`src/rtl/lpi_pkg.sv`:
```
// Shared constants, types and helpers for the two-point line and plane crossing block.
// No dependencies; every other file in rtl/ imports this package.
`default_nettype none

package lpi_pkg;

  // Default formats and fixed field widths.
  localparam int POS_WIDTH_DEF       = 32;
  localparam int SLOPE_FRAC_BITS_DEF = 24;
  localparam int FIELD_W             = 32;
  localparam int CFG_IDX_W           = 2;

  // Chunk size of the A operand in the pipelined multiplier.
  localparam int MUL_CHUNK = 24;

  // Working width of the saturation helper.
  localparam int SAT_W = 64;

  // Configuration register indexes.
  typedef enum logic [CFG_IDX_W-1:0] {
    REG_TILT_X = 2'd0,
    REG_TILT_Y = 2'd1,
    REG_OFFSET = 2'd2
  } reg_idx_t;

  // One result transaction as it sits in the output register.
  typedef struct packed {
    logic [FIELD_W-1:0] slope_x;
    logic [FIELD_W-1:0] slope_y;
    logic [FIELD_W-1:0] origin_x;
    logic [FIELD_W-1:0] origin_y;
    logic [FIELD_W-1:0] cross_x;
    logic [FIELD_W-1:0] cross_y;
    logic [FIELD_W-1:0] cross_z;
    logic               flat_pair;
    logic               no_crossing;
  } lpi_result_t;

  // Clamp a signed value to the range of a w-bit signed number.
  function automatic logic signed [SAT_W-1:0] sat_w(input logic signed [SAT_W-1:0] v,
                                                    input int unsigned w);
    logic signed [SAT_W-1:0] one;
    logic signed [SAT_W-1:0] hi;
    logic signed [SAT_W-1:0] lo;
    one = SAT_W'(1);
    hi  = (one <<< (w - 1)) - one;
    lo  = -hi - one;
    if (v > hi) begin
      return hi;
    end else if (v < lo) begin
      return lo;
    end
    return v;
  endfunction

endpackage

`default_nettype wire

```
`src/rtl/lpi_delay.sv`:
```
// Delay line that carries a valid bit and its payload alongside a pipelined unit.
// Depends on lpi_pkg.
`default_nettype none

module lpi_delay #(
  parameter int W = 8,
  parameter int N = 2
) (
  input  logic         clk,
  input  logic         rst_n,
  input  logic         en,
  input  logic         in_v,
  input  logic [W-1:0] in_d,
  output logic         out_v,
  output logic [W-1:0] out_d
);
  import lpi_pkg::*;

  logic         v_r [N];
  logic [W-1:0] d_r [N];

  // Valid bits are control state and reset.
  always_ff @(posedge clk) begin
    if (!rst_n) begin
      for (int k = 0; k < N; k++) begin
        v_r[k] <= 1'b0;
      end
    end else if (en) begin
      v_r[0] <= in_v;
      for (int k = 1; k < N; k++) begin
        v_r[k] <= v_r[k-1];
      end
    end
  end

  // Payload follows without reset.
  always_ff @(posedge clk) begin
    if (en) begin
      d_r[0] <= in_d;
      for (int k = 1; k < N; k++) begin
        d_r[k] <= d_r[k-1];
      end
    end
  end

  assign out_v = v_r[N-1];
  assign out_d = d_r[N-1];

endmodule

`default_nettype wire

```
`config.mk`:
```
export PLATFORM = sky130hd
export DESIGN_NAME = lpi_delay
export DESIGN_NICKNAME = d
export VERILOG_FILES = /design/src/rtl/lpi_pkg.sv /design/src/rtl/lpi_delay.sv
export SDC_FILE = /design/constraint.sdc
export NUM_CORES = 1
export LEC_CHECK = 0
export ABC_AREA = 1
export ABC_CLOCK_PERIOD_IN_PS = 800
export BUFFER_PORTS_ARGS = -buffer_cell sky130_fd_sc_hd__buf_2
export CAP_MARGIN = 10
export CELL_PAD_IN_SITES_DETAIL_PLACEMENT = 0
export CELL_PAD_IN_SITES_GLOBAL_PLACEMENT = 1
export CORE_MARGIN = 2
export CORE_UTILIZATION = 34
export DETAILED_ROUTE_END_ITERATION = 16
export GPL_ROUTABILITY_DRIVEN = 0
export PLACE_DENSITY = 0.79
export SETUP_SLACK_MARGIN = 0.05
export SLEW_MARGIN = 20
export SYNTH_ARGS = -nofsm -noshare
export SYNTH_HDL_FRONTEND = slang
export SYNTH_SLANG_ARGS = --single-unit
```
`constraint.sdc`:
```
create_clock -name clk -period 0.8 [get_ports clk]
set_input_delay 0.2 -clock clk [delete_from_list [all_inputs] [get_ports clk]]
set_output_delay 0.2 -clock clk [all_outputs]
set_load 0.03 [all_outputs]
```
==> results.txt, run 1 <==
The flow ran to the end, but the final reports show violations. The checks that failed: negative setup slack. For this block, the routed nets add up to 723 um of wire.

The number of diodes is 0. The measured slew at the worst slew-check pin came out at about 0.11 ns. The min-delay analysis places its worst path in the category primary input to flop. The cell type group with the largest total delay on the critical path is flip-flops. Dividing the final minimum period by the clock period gives 128.3%. The cell internal power dissipation is 1.382 mW.

The critical path in this run is classified as flop to output pin. The stage delay of the slowest cell on the critical path came out at 0.39 ns. The clock drives 18 sinks. The depth of the CTS H-tree came out at 1.

The power per cell area came out at 2170 nW/um^2. The area of the die is 2203 um^2. The buffering stage count on the worst path with inverters included is 1. The die extent in x is 46.94 um. During placement, the flow inserted port buffers numbering 20.

The final-stage net count is 65. The count of maximum capacitance violations came out at 0. The initial detailed-routing violation count came out at 0. The post-synthesis net count is 45.

The worst setup skew after layout is 0.006878 ns. The initial antenna violation count came out at 0. The sequential cells in the finished layout cover a total of 540.5 um^2. The number of filler instances in the final layout is 162. The total number of placement rows came out at 15.

Per report_power, the combinational group accounts for a little over a tenth of the total. The number of synthesized flops with an enable pin is 18. STA puts the critical path data required time at 0.60 ns. The share of total power in the clock network came out at 24.1%. The via count of the first global-routing pass came out at 272.

The routed layout has 297 vias. The post-synthesis compound-gate area fraction came out at 0%. The final instance area is around 800 um^2.

The number of search-and-repair iterations in the first detailed-routing pass is 1. The critical path goes through buf_6. The async set-or-reset flop fraction in the synthesized netlist came out at 0%. Cells with a size suffix above 1 make up about 50% of the layout. The worst path arrival time came out at 0.83 ns. The summed negative setup slack over all endpoints is -1.966 ns. In the routed layout, each cell is associated on average with a via count of 3.857. From synthesis to final layout, the design area changed by 28.14%. Synthesis instantiated 5 different standard cells from the library. After technology mapping, the gate count stands at 33. The sum of overflow across all layers after global routing came out at 0. The slowest cell on the critical path is sky130_fd_sc_hd__edfxtp_1. For this run, design rule violations remaining after detail routing come to 0. The switching share of total power came out at 20.72%. The total standard cell area after synthesis came out at 626.9 um^2. The max-slew violation count is 0. The maximum ir drop on the vdd rail came out at 0.6896 mV.

The pre-CTS setup slack is -0.006147 ns. The analysis attributes to net switching a power of about 0.36 mW. Summing all multi-input logic gate instances after layout gives 15.01 um^2.

The synthesized netlist devotes 0% of its cell area to adder and majority cells. TritonCTS created 3 clock buffers. The core region is 1727 um^2. The detailed placement HPWL is 566.4 um.

The normalized max-slew margin is 92.34%. Pin placement for this block handled 21 I/O pins. The power after layout is 1.743 mW.

The wire length of the first global-routing pass is between 900 and 1000 um. The total routing resource utilization after global routing came out at under 10%. Clock latency on the worst-skew pair, taken at its later pin, is roughly 0.28 ns.

The worst setup path is launched from a flop. The clock-pin slew on the worst setup and hold paths is 0.09 ns. In the synthesized netlist the dominant register cell turns out to be sky130_fd_sc_hd__edfxtp_1. The die is ~47 um tall.

The xor and xnor fraction of the mapped netlist area is 0%. The maximum operating frequency is about 970 MHz. The count of endpoints failing hold in the final timing report is 0. The fraction of synthesized area in multiplexers came out at 0%.

The top fanout value on the critical path is 1. In this run the clock root is driven by a sky130_fd_sc_hd__clkbuf_4. Setup repair after global routing could not meet its margin everywhere. Once detail routing completed, the nets flagged for antenna violations numbered 0.

The biggest area contributor in the post-synthesis netlist is sky130_fd_sc_hd__edfxtp_1. Yosys attributes the largest share of cell area to sky130_fd_sc_hd__edfxtp_1 (86%), sky130_fd_sc_hd__buf_4 (9.6%), sky130_fd_sc_hd__inv_1 (1.8%). Of the total synthesized cell area, the portion taken by AND, OR, NAND and NOR gates is 2.395%. The mean post-synth cell area came out at between 15 and 20 um^2. The post-route minimum period is 1.027 ns. The average wire per standard cell is 9.390 um. The sequential share of the synthesized area came out at between 80 and 90%. TritonCTS built the clock tree. The cell with the most instances after synthesis is sky130_fd_sc_hd__edfxtp_1.

The number of storage elements in the synthesis netlist is 18. The commonest cells after synthesis are sky130_fd_sc_hd__edfxtp_1 (18), sky130_fd_sc_hd__buf_4 (8), sky130_fd_sc_hd__inv_1 (3). The final count of negative-setup-slack endpoints is 9.

The critical path endpoint category is an output pin. For this run, the number of Yosys warnings is 0. The fraction of synthesized cell area taken by the top area cell type came out at between 80% and 90%. Buffers added to address setup during post-CTS repair amount to 0. The power share of the sequential group is ~65%.

The placed standard-cell area came out at 720.7 um^2. Summed over all cells, the static leakage comes to between 0.3 and 0.4 nW. The largest family of logic cells by synthesized area is buffers and inverters.

The maximum number of pins on one net before global-route repair came out at 11. The maximum buffer depth of the clock tree came out at 2. The effective utilization at floorplan came out at between 30% and 40%. The final setup slack of the worst path came out at -0.2265 ns.
-- cell usage in the layout, fill, tap and decap left out --
| cell type | Yosys | layout |
|---|---|---|
| sky130_fd_sc_hd__buf_4 | 8 | 3 |
| sky130_fd_sc_hd__clkbuf_4 | 0 | 3 |
| sky130_fd_sc_hd__buf_6 | 0 | 9 |
| sky130_fd_sc_hd__nand2_1 | 2 | 2 |
| sky130_fd_sc_hd__nor2_1 | 2 | 2 |
| sky130_fd_sc_hd__clkinv_1 | 0 | 1 |
| sky130_fd_sc_hd__edfxtp_1 | 18 | 18 |
| sky130_fd_sc_hd__inv_1 | 3 | 3 |
| sky130_fd_sc_hd__buf_2 | 0 | 11 |
-- worst paths after layout --
check,from,to,slack (ns),depth (start not counted)
hold / removal,in_d[7],d_r[0][7]$_DFFE_PP_,0.09,1
setup / recovery,d_r[0][9]$_DFFE_PP_,out_d[1],-0.23,1
hold reg to reg,d_r[0][6]$_DFFE_PP_,d_r[0][14]$_DFFE_PP_,0.42,0
setup reg to reg,v_r[0][0]$_SDFFCE_PN0P_,v_r[0][1]$_SDFFCE_PN0P_,0.08,2
-- per-layer routing --
metal  vias up  track usage (%)  share of wire, %
met1       133            5.955                40
met3         4            3.462               5.9
met5         -                0                 0
met4         0            8.333               3.7
li1        145                -                 -
met2        15            12.60                50
-- cells by family (layout without fill, tap and decap cells) --
family        count (synthesis)  count (layout)
flops                        18              18
simple gates                  4               4
buf+inv                      11              30
-- metrics by stage --
step,cells,utilization (%),hold WS [ns]
finish,77,46.52,0.08869
detailed placement,73,41.74,0.3802
global route,77,46.52,0.07510
CTS,77,46.52,0.08300
global placement,73,41.74,0.3765
floorplan,33,-,0.2989
-- layout make-up --
type / count / share of cell area [%]
sequential: 18 / 67.29
timing repair buffer: 23 / 22.27
clock inverter: 1 / 0.4673
tap: 25 / 3.894
multi-input combinational: 4 / 1.869
clock buffer: 3 / 2.804
inverter: 3 / 1.402
-- worst reg2reg max path, stage by stage, from the launching register on --
cell and delay [ns]:
sky130_fd_sc_hd__edfxtp_1 0.38, sky130_fd_sc_hd__inv_1 0.06, sky130_fd_sc_hd__nor2_1 0.04
-- power by group through the flow --
stage / Sequential (mW) / Clock, mW / Combinational [mW]
floorplan: 1.16 / 0 / 0.101
global placement: 1.15 / 0 / 0.150
detailed placement: 1.15 / 0 / 0.154
CTS: 1.14 / 0.435 / 0.187
global route: 1.14 / 0.465 / 0.199
finish: 1.14 / 0.420 / 0.186
-- flip-flops by register name, summed over array words and instances, names as in the netlist --
name  flops
v_r       2
d_r      16
-- timing repair --
| item | CTS | global route |
|---|---|---|
| setup endpoints to repair | 9 | 9 |
| hold buffers | 0 | 0 |
| resized for setup | 18 | 0 |
| gates cloned | 0 | 0 |
| pin swaps | 0 | 0 |
Power figures use the tool's default switching activity.
==> run 2, diff against run 1 <==
--- a/config.mk
+++ b/config.mk
@@ -15,7 +15,7 @@
 export CORE_UTILIZATION = 34
 export DETAILED_ROUTE_END_ITERATION = 16
 export GPL_ROUTABILITY_DRIVEN = 0
-export PLACE_DENSITY = 0.79
+export PLACE_DENSITY = 0.76
 export SETUP_SLACK_MARGIN = 0.05
 export SLEW_MARGIN = 20
 export SYNTH_ARGS = -nofsm -noshare
==> run 2 against run 1 <==
Against the previous run:
- the run still ends with negative setup slack left
- register-to-register slack gained 0.03 ns
- total power grew 1.0%
- sequential power is essentially flat
- fmax is essentially flat
- sequential share of layout area shrank 1.8 points
- via count grew 0.67%
- design area grew 2.8%
- cell count grew 3.9%
- die area is the same
- sequential cell count is the same
- utilization grew 1.3 points
- clock skew shrank 0.0064 ns
- largest cell class unchanged
- largest power group unchanged
==> results.txt, run 2 (same netlist as run 1, synthesis figures left out) <==
The run finished, with violations left. The checks that failed: negative setup slack. The top cell types in the final layout, fill and taps aside, are sky130_fd_sc_hd__edfxtp_1 (18), sky130_fd_sc_hd__buf_2 (11), sky130_fd_sc_hd__buf_6 (9).

In the final timing run, aggregate negative setup slack is -1.985 ns. The worst-skew pair later-pin latency came out at 0.28 ns. In the final layout, flip-flops and latches occupy 540.5 um^2. The register-to-register setup slack came out at 0.11 ns.

The cts-stage hold buffer count is 0. The die extent in x is 46.94 um. The worst setup path is captured at an output pin. The tightest min-delay check is of the primary input to flop type. In this run the most critical hold path is launched from in_d[6].

Global routing used 7.846% of the available tracks across all layers. The share of total power in the clock network is about a quarter. Of the cells placed in the final design, the portion with a size suffix greater than 1 is roughly 53%. The final-stage net count came out at roughly 70. CTS placed an instance of sky130_fd_sc_hd__clkbuf_4 at the clock tree root. The pre-CTS setup slack came out at -0.1332 ns. The TritonCTS sink count came out at 18. In this run the remaining antenna-violating nets after routing total 0. The tightest hold path in the finished design has a slack of 0.08707 ns. Counting the buffers created by CTS gives 3. The area growth from synthesis to layout is 31.74%.

The area taken by multi-input logic gates came out at 15.01 um^2. The ratio of final minimum period to clock period came out at 128.3%. The fraction of power consumed by combinational cells came out at 11.0%. Once layout is complete, the cells apart from fillers number 80. The count of port buffers added during placement came out at 20. The number of buffers and inverters on the critical path is 1.

The buffer count from post-CTS setup fixing is 0. The number of cells on the worst reg-to-reg path came out at 2. The initial antenna violation count was 0. For this run the aggregate overflow at the end of global routing stands at 0. At the worst endpoint, the arrival time is 0.83 ns. Among all stages on the critical path, the largest delay is contributed by sky130_fd_sc_hd__edfxtp_1.

The power per cell area is 2132 nW/um^2. The maximum number of pins on one net before global-route repair is 15. The flip-flop count of the largest register, all copies and words added is 16. The number of primary I/O pins came out at 21. TritonCTS built the clock tree.

STA puts the critical path data required time at 0.60 ns. The die is 46.94 um tall. The routing usage on met2 is 13.15%.

The area of the die is around 2200 um^2. Traced cell by cell, the critical path runs through buf_6. The switching share of total power is 21.02%.

The average wire per standard cell is 9.125 um. The end of the worst hold path is d_r[0][6]$_DFFE_PP_. The register with the most flip-flops in the final layout is d_r.

The wire length of the first global-routing pass came out at 1090 um. The measured slew at the worst slew-check pin came out at 0.2646 ns. The via count of the first global-routing pass is 290.

The kind of critical path is flop to output pin. The number of filler instances in the final layout is ~160. For met3 alone, demand over resource in global routing was 1.154%. The via count normalized by instance count is around 3.7. The hold-critical path depth came out at 1. Once layout is complete, the utilization of the core stands at a little under half. met2 is the most crowded layer. The worst register-to-register path begins at v_r[0][0]$_SDFFCE_PN0P_. Setup repair after global routing could not meet its margin everywhere. Sequential cells burn 64.6% of the power. Summing all non-filler instances in the final layout gives an area of 825.8 um^2. The most common cell after layout, fill and taps aside is sky130_fd_sc_hd__edfxtp_1. Once the floorplan was initialized, standard cells occupied 36.30% of the core. The number of search-and-repair iterations in the first detailed-routing pass is 2. Setup violations remaining at the end of the flow were counted as 9. The post-route minimum period is 1.026 ns. The number of vias in the routed layout is 299. For this run, design rule violations remaining after detail routing come to 0. The clock-pin slew on the worst setup and hold paths came out at 0.09 ns.

The internal portion of the total power is roughly 1.4 mW. The maximum operating frequency came out at between 900 and 1000 MHz. The count of maximum capacitance violations is 0. The final wirelength came out at 730 um. The count of endpoints failing hold in the final timing report is 0. Power comes to roughly 1.8 mW.

The placed instances occupy a cell area of about 740 um^2. The worst setup path is launched from a flop. The depth of the CTS H-tree came out at 1. The end of the worst register-to-register path is v_r[0][1]$_SDFFCE_PN0P_.

The largest registers in the layout are d_r x16, v_r x2. The top fanout value on the critical path is 1. Row generation in the floorplan step produced 15 rows. The max-slew violation count came to 0. The maximum ir drop on the vdd rail is slightly below 0.9 mV. The final setup slack of the worst path is -0.2262 ns. The detailed router finished its first iteration with 3 violations.

The stage delay of the slowest cell on the critical path is 0.40 ns. After detailed placement, the design holds a cell count of 76. In this run the power spent charging and discharging nets is 0.3701 mW.

The cell leakage power is ~0.34 nW. The met1 track demand over resource in global routing is 7.178%. The worst setup skew after layout is 0.0005124 ns. The normalized max-slew margin is 82.36%. The total area inside the core boundary comes to 1727 um^2. The number of antenna diodes in the final layout is 0. The post-CTS resize count is 18. The cell type group with the largest total delay on the critical path is flip-flops. The clock passes through at most 2 buffers.
[run 2: cell types whose count changed in the layout (fill, tap and decap cells not counted), sizes merged]
cell  change
buf       +3
[run 2: final cells by class]
class / instances / share of cell area (%)
Sequential cell: 18 / 65.45
Inverter: 3 / 1.364
Tap cell: 25 / 3.788
Timing Repair Buffer: 26 / 24.39
Clock buffer: 3 / 2.727
Clock inverter: 1 / 0.4545
Multi-Input combinational cell: 4 / 1.818
[run 2: how the worst max path moves through the flow]
stage / from / end / cells after the start
floorplan: d_r[0][8]$_DFFE_PP_ / out_d[0] / 1
global placement: en / d_r[0][0]$_DFFE_PP_ / 2
detailed placement: en / d_r[0][0]$_DFFE_PP_ / 2
CTS: v_r[0][1]$_SDFFCE_PN0P_ / out_v / 1
global route: d_r[0][10]$_DFFE_PP_ / out_d[2] / 1
finish: d_r[0][15]$_DFFE_PP_ / out_d[7] / 1
[run 2: power groups by stage]
stage	sequential (mW)	clock [mW]	combinational, mW
2_1_floorplan	1.16	0	0.101
3_3_place_gp	1.15	0	0.160
3_5_place_dp	1.15	0	0.162
4_1_cts	1.14	0.444	0.195
5_1_grt	1.14	0.476	0.209
6_report	1.14	0.429	0.194
[run 2: layer usage]
layer | up-vias | routed length (um)
li1 | 151 | -
met1 | 133 | 278
met2 | 13 | 403
met3 | 2 | 30
met4 | 0 | 18
met5 | - | 0
==> run 3, diff against run 2 <==
--- a/config.mk
+++ b/config.mk
@@ -16,7 +16,7 @@
 export DETAILED_ROUTE_END_ITERATION = 16
 export GPL_ROUTABILITY_DRIVEN = 0
 export PLACE_DENSITY = 0.76
-export SETUP_SLACK_MARGIN = 0.05
+export SETUP_SLACK_MARGIN = 0.3
 export SLEW_MARGIN = 20
 export SYNTH_ARGS = -nofsm -noshare
 export SYNTH_HDL_FRONTEND = slang
==> run 3 against run 2 <==
Against the previous run:
- the flow still finishes with violations (negative setup slack)
- first-iteration DRC count decreased by 67%
- non-clock buffer count decreased by 3
- clock-buffer cell count unchanged
- worst setup slack got worse by 0.0019 ns
- die area unchanged
- critical path depth unchanged
- routed wire length increased by 2.6%
- utilization increased by 3.3 points
- sequential share of layout area decreased by 4.2 points
- cell count decreased by 3.8%
- via count decreased by 5.0%
- sequential cell count unchanged
- critical endpoint is now out_d[2]
- largest power group unchanged
- highest routed layer unchanged
==> results.txt, run 3 (same netlist as run 1, synthesis figures left out) <==
The share of cells above drive strength 1 came out at roughly 56%. The cell leakage power came out at ~0.35 nW. The initial antenna violation count came out at 0. Setup repair after global routing could not meet its margin everywhere. The area of the core is 1727 um^2. For this configuration, the core starts out at a cell density of 36.30%. The clock-pin slew on the worst setup and hold paths came out at 0.09 ns. Power spread over the standard cell area amounts to between 2000 and 2500 nW/um^2. The via count normalized by instance count came out at 3.688. The tree is rooted in a sky130_fd_sc_hd__clkbuf_4.

The DRC violation count after routing came out at 0. The utilization of the core after routing came out at 51.09%. The placed standard-cell area is between 700 and 800 um^2.

The worst-skew pair later-pin latency came out at 0.28 ns. The die is 46.94 um wide. The total overflow left after global routing is 0. The number of diodes is 0. The buffering stage count on the worst path with inverters included came out at 1.

The final-stage net count is 65. The average wire per standard cell is ~9.7 um. d_r holds more flip-flops than any other register. The library cell used most frequently in the layout, excluding fill and tap cells, is sky130_fd_sc_hd__edfxtp_1. The checks that failed: negative setup slack. The register-to-register setup slack came out at 0.09 ns. The critical path endpoint category is an output pin.

The number of primary I/O pins is 21. The final setup slack of the worst path is -0.2281 ns. The clock buffer count from CTS is 3.

In the final layout, the registers with the most flip-flops are d_r x16, v_r x2. The count of maximum capacitance violations came out at 0. Setup violations remaining at the end of the flow were counted as 9. The worst setup skew after layout came out at 0.003051 ns.

The maximum number of pins on one net before global-route repair came out at 11. The maximum ir drop on the vdd rail is ~1.1 mV. CTS saw 18 sinks.

The total number of placement rows is 15. The measured slew at the worst slew-check pin came out at ~0.14 ns. After filler insertion, the fill cell instance count of the layout stands at 151. The ratio of final minimum period to clock period came out at 128.5%. For this block, the initial DRC count from the detailed router was 1. The maximum buffer depth of the clock tree came out at 2. The pre-CTS setup slack is -0.05069 ns. The cell count after placement came out at 72. Broken down by cell family, the worst path's largest delay share belongs to flip-flops.

CTS built an H-tree with a depth of 1. The chip height is roughly 47 um. The normalized max-slew margin is 90.62%.

The setup path with the least slack is of type flop to output pin. The stage delay of the slowest cell on the critical path came out at 0.40 ns. TritonCTS built the clock tree. The sequential cell area came out at 540.5 um^2. Post-CTS timing repair inserted 0 buffers for setup. The flow ran to the end, but the final reports show violations. In the global route stage, overall resource usage came out at 8.206%. The wire length of the first global-routing pass came out at 1159 um. The top fanout value on the critical path is 1.

The number of search-and-repair iterations in the first detailed-routing pass came out at 3. At the worst endpoint, the required time is around 0.6 ns. The worst path arrival time is 0.83 ns. Derived from the worst setup path, the maximum achievable clock frequency is 972.7 MHz. On the critical path, the stage with the largest delay is an instance of sky130_fd_sc_hd__edfxtp_1.

From synthesis to final layout, the design area changed by 40.72%. The post-route minimum period came out at about 1 ns. The die covers 2203 um^2. The worst-case hold slack is 0.08762 ns. The max-slew violation count came out at 0. The count of port buffers added during placement is 20. The area taken by multi-input logic gates is about 39 um^2. STA classifies the critical path startpoint as a flop. The type of the worst min-delay path is primary input to flop. The detail route stage leaves a number of antenna-violating nets equal to 0. The count of endpoints failing hold in the final timing report came out at 0. The detailed placement HPWL is 558.2 um.

The cts-stage hold buffer count is 0. The number of vias in the routed layout is approximately 280. In the layout the commonest cells are sky130_fd_sc_hd__edfxtp_1 (18), sky130_fd_sc_hd__buf_2 (10), sky130_fd_sc_hd__buf_6 (9). The critical path goes through buf_6. The flip-flop count of the largest register, all copies and words added is 16. The finished cells cover 882.1 um^2.

The via count of the first global-routing pass came out at 268. The routed design has about 750 um of wire. The final cell count without fillers came out at a little under 80.
run 3: what timing repair did:
action	in CTS	in global routing
gates cloned	1	0
setup endpoints to repair	21	20
resized for setup	21	1
hold endpoints to repair	0	0
run 3: layout make-up:
cell class                 instances  area share [%]
multi-input combinational          4           4.397
tap                               25           3.546
clock inverter                     1          0.4255
sequential                        18           61.28
inverter                           3           2.695
timing repair buffer              23           25.11
clock buffer                       3           2.553
run 3: routing by layer:
metal / vias up / track usage [%] / wire length (um)
li1: 146 / - / -
met1: 123 / 11.06 / 330
met2: 13 / 10.96 / 354
met3: 2 / 2.308 / 57
met4: 0 / 6.667 / 6
met5: - / 0 / 0
run 3: worst paths after layout:
| kind | startpoint | to | depth (start not counted) |
|---|---|---|---|
| setup / recovery | d_r[0][10]$_DFFE_PP_ | out_d[2] | 1 |
| hold / removal | in_d[0] | d_r[0][0]$_DFFE_PP_ | 1 |
| hold reg to reg | d_r[0][6]$_DFFE_PP_ | d_r[0][14]$_DFFE_PP_ | 0 |
| setup reg to reg | v_r[0][0]$_SDFFCE_PN0P_ | v_r[0][1]$_SDFFCE_PN0P_ | 2 |
run 3: report_power, final:
group / internal, mW / total [mW] / switching [mW] / leakage (nW)
logic: 0.115 / 0.233 / 0.119 / 0.159
registers: 1.12 / 1.14 / 0.0213 / 0.179
clock network: 0.181 / 0.430 / 0.249 / 0.0154
total: 1.41 / 1.80 / 0.389 / 0.353
run 3: stage by stage:
stage                     setup TNS (ns)  power [mW]
after global placement           -0.1055       1.327
after CTS                         -2.121       1.821
final                             -1.966       1.801
after floorplan                        0       1.289
after detailed placement         -0.1294       1.333
after global routing              -2.333       1.878
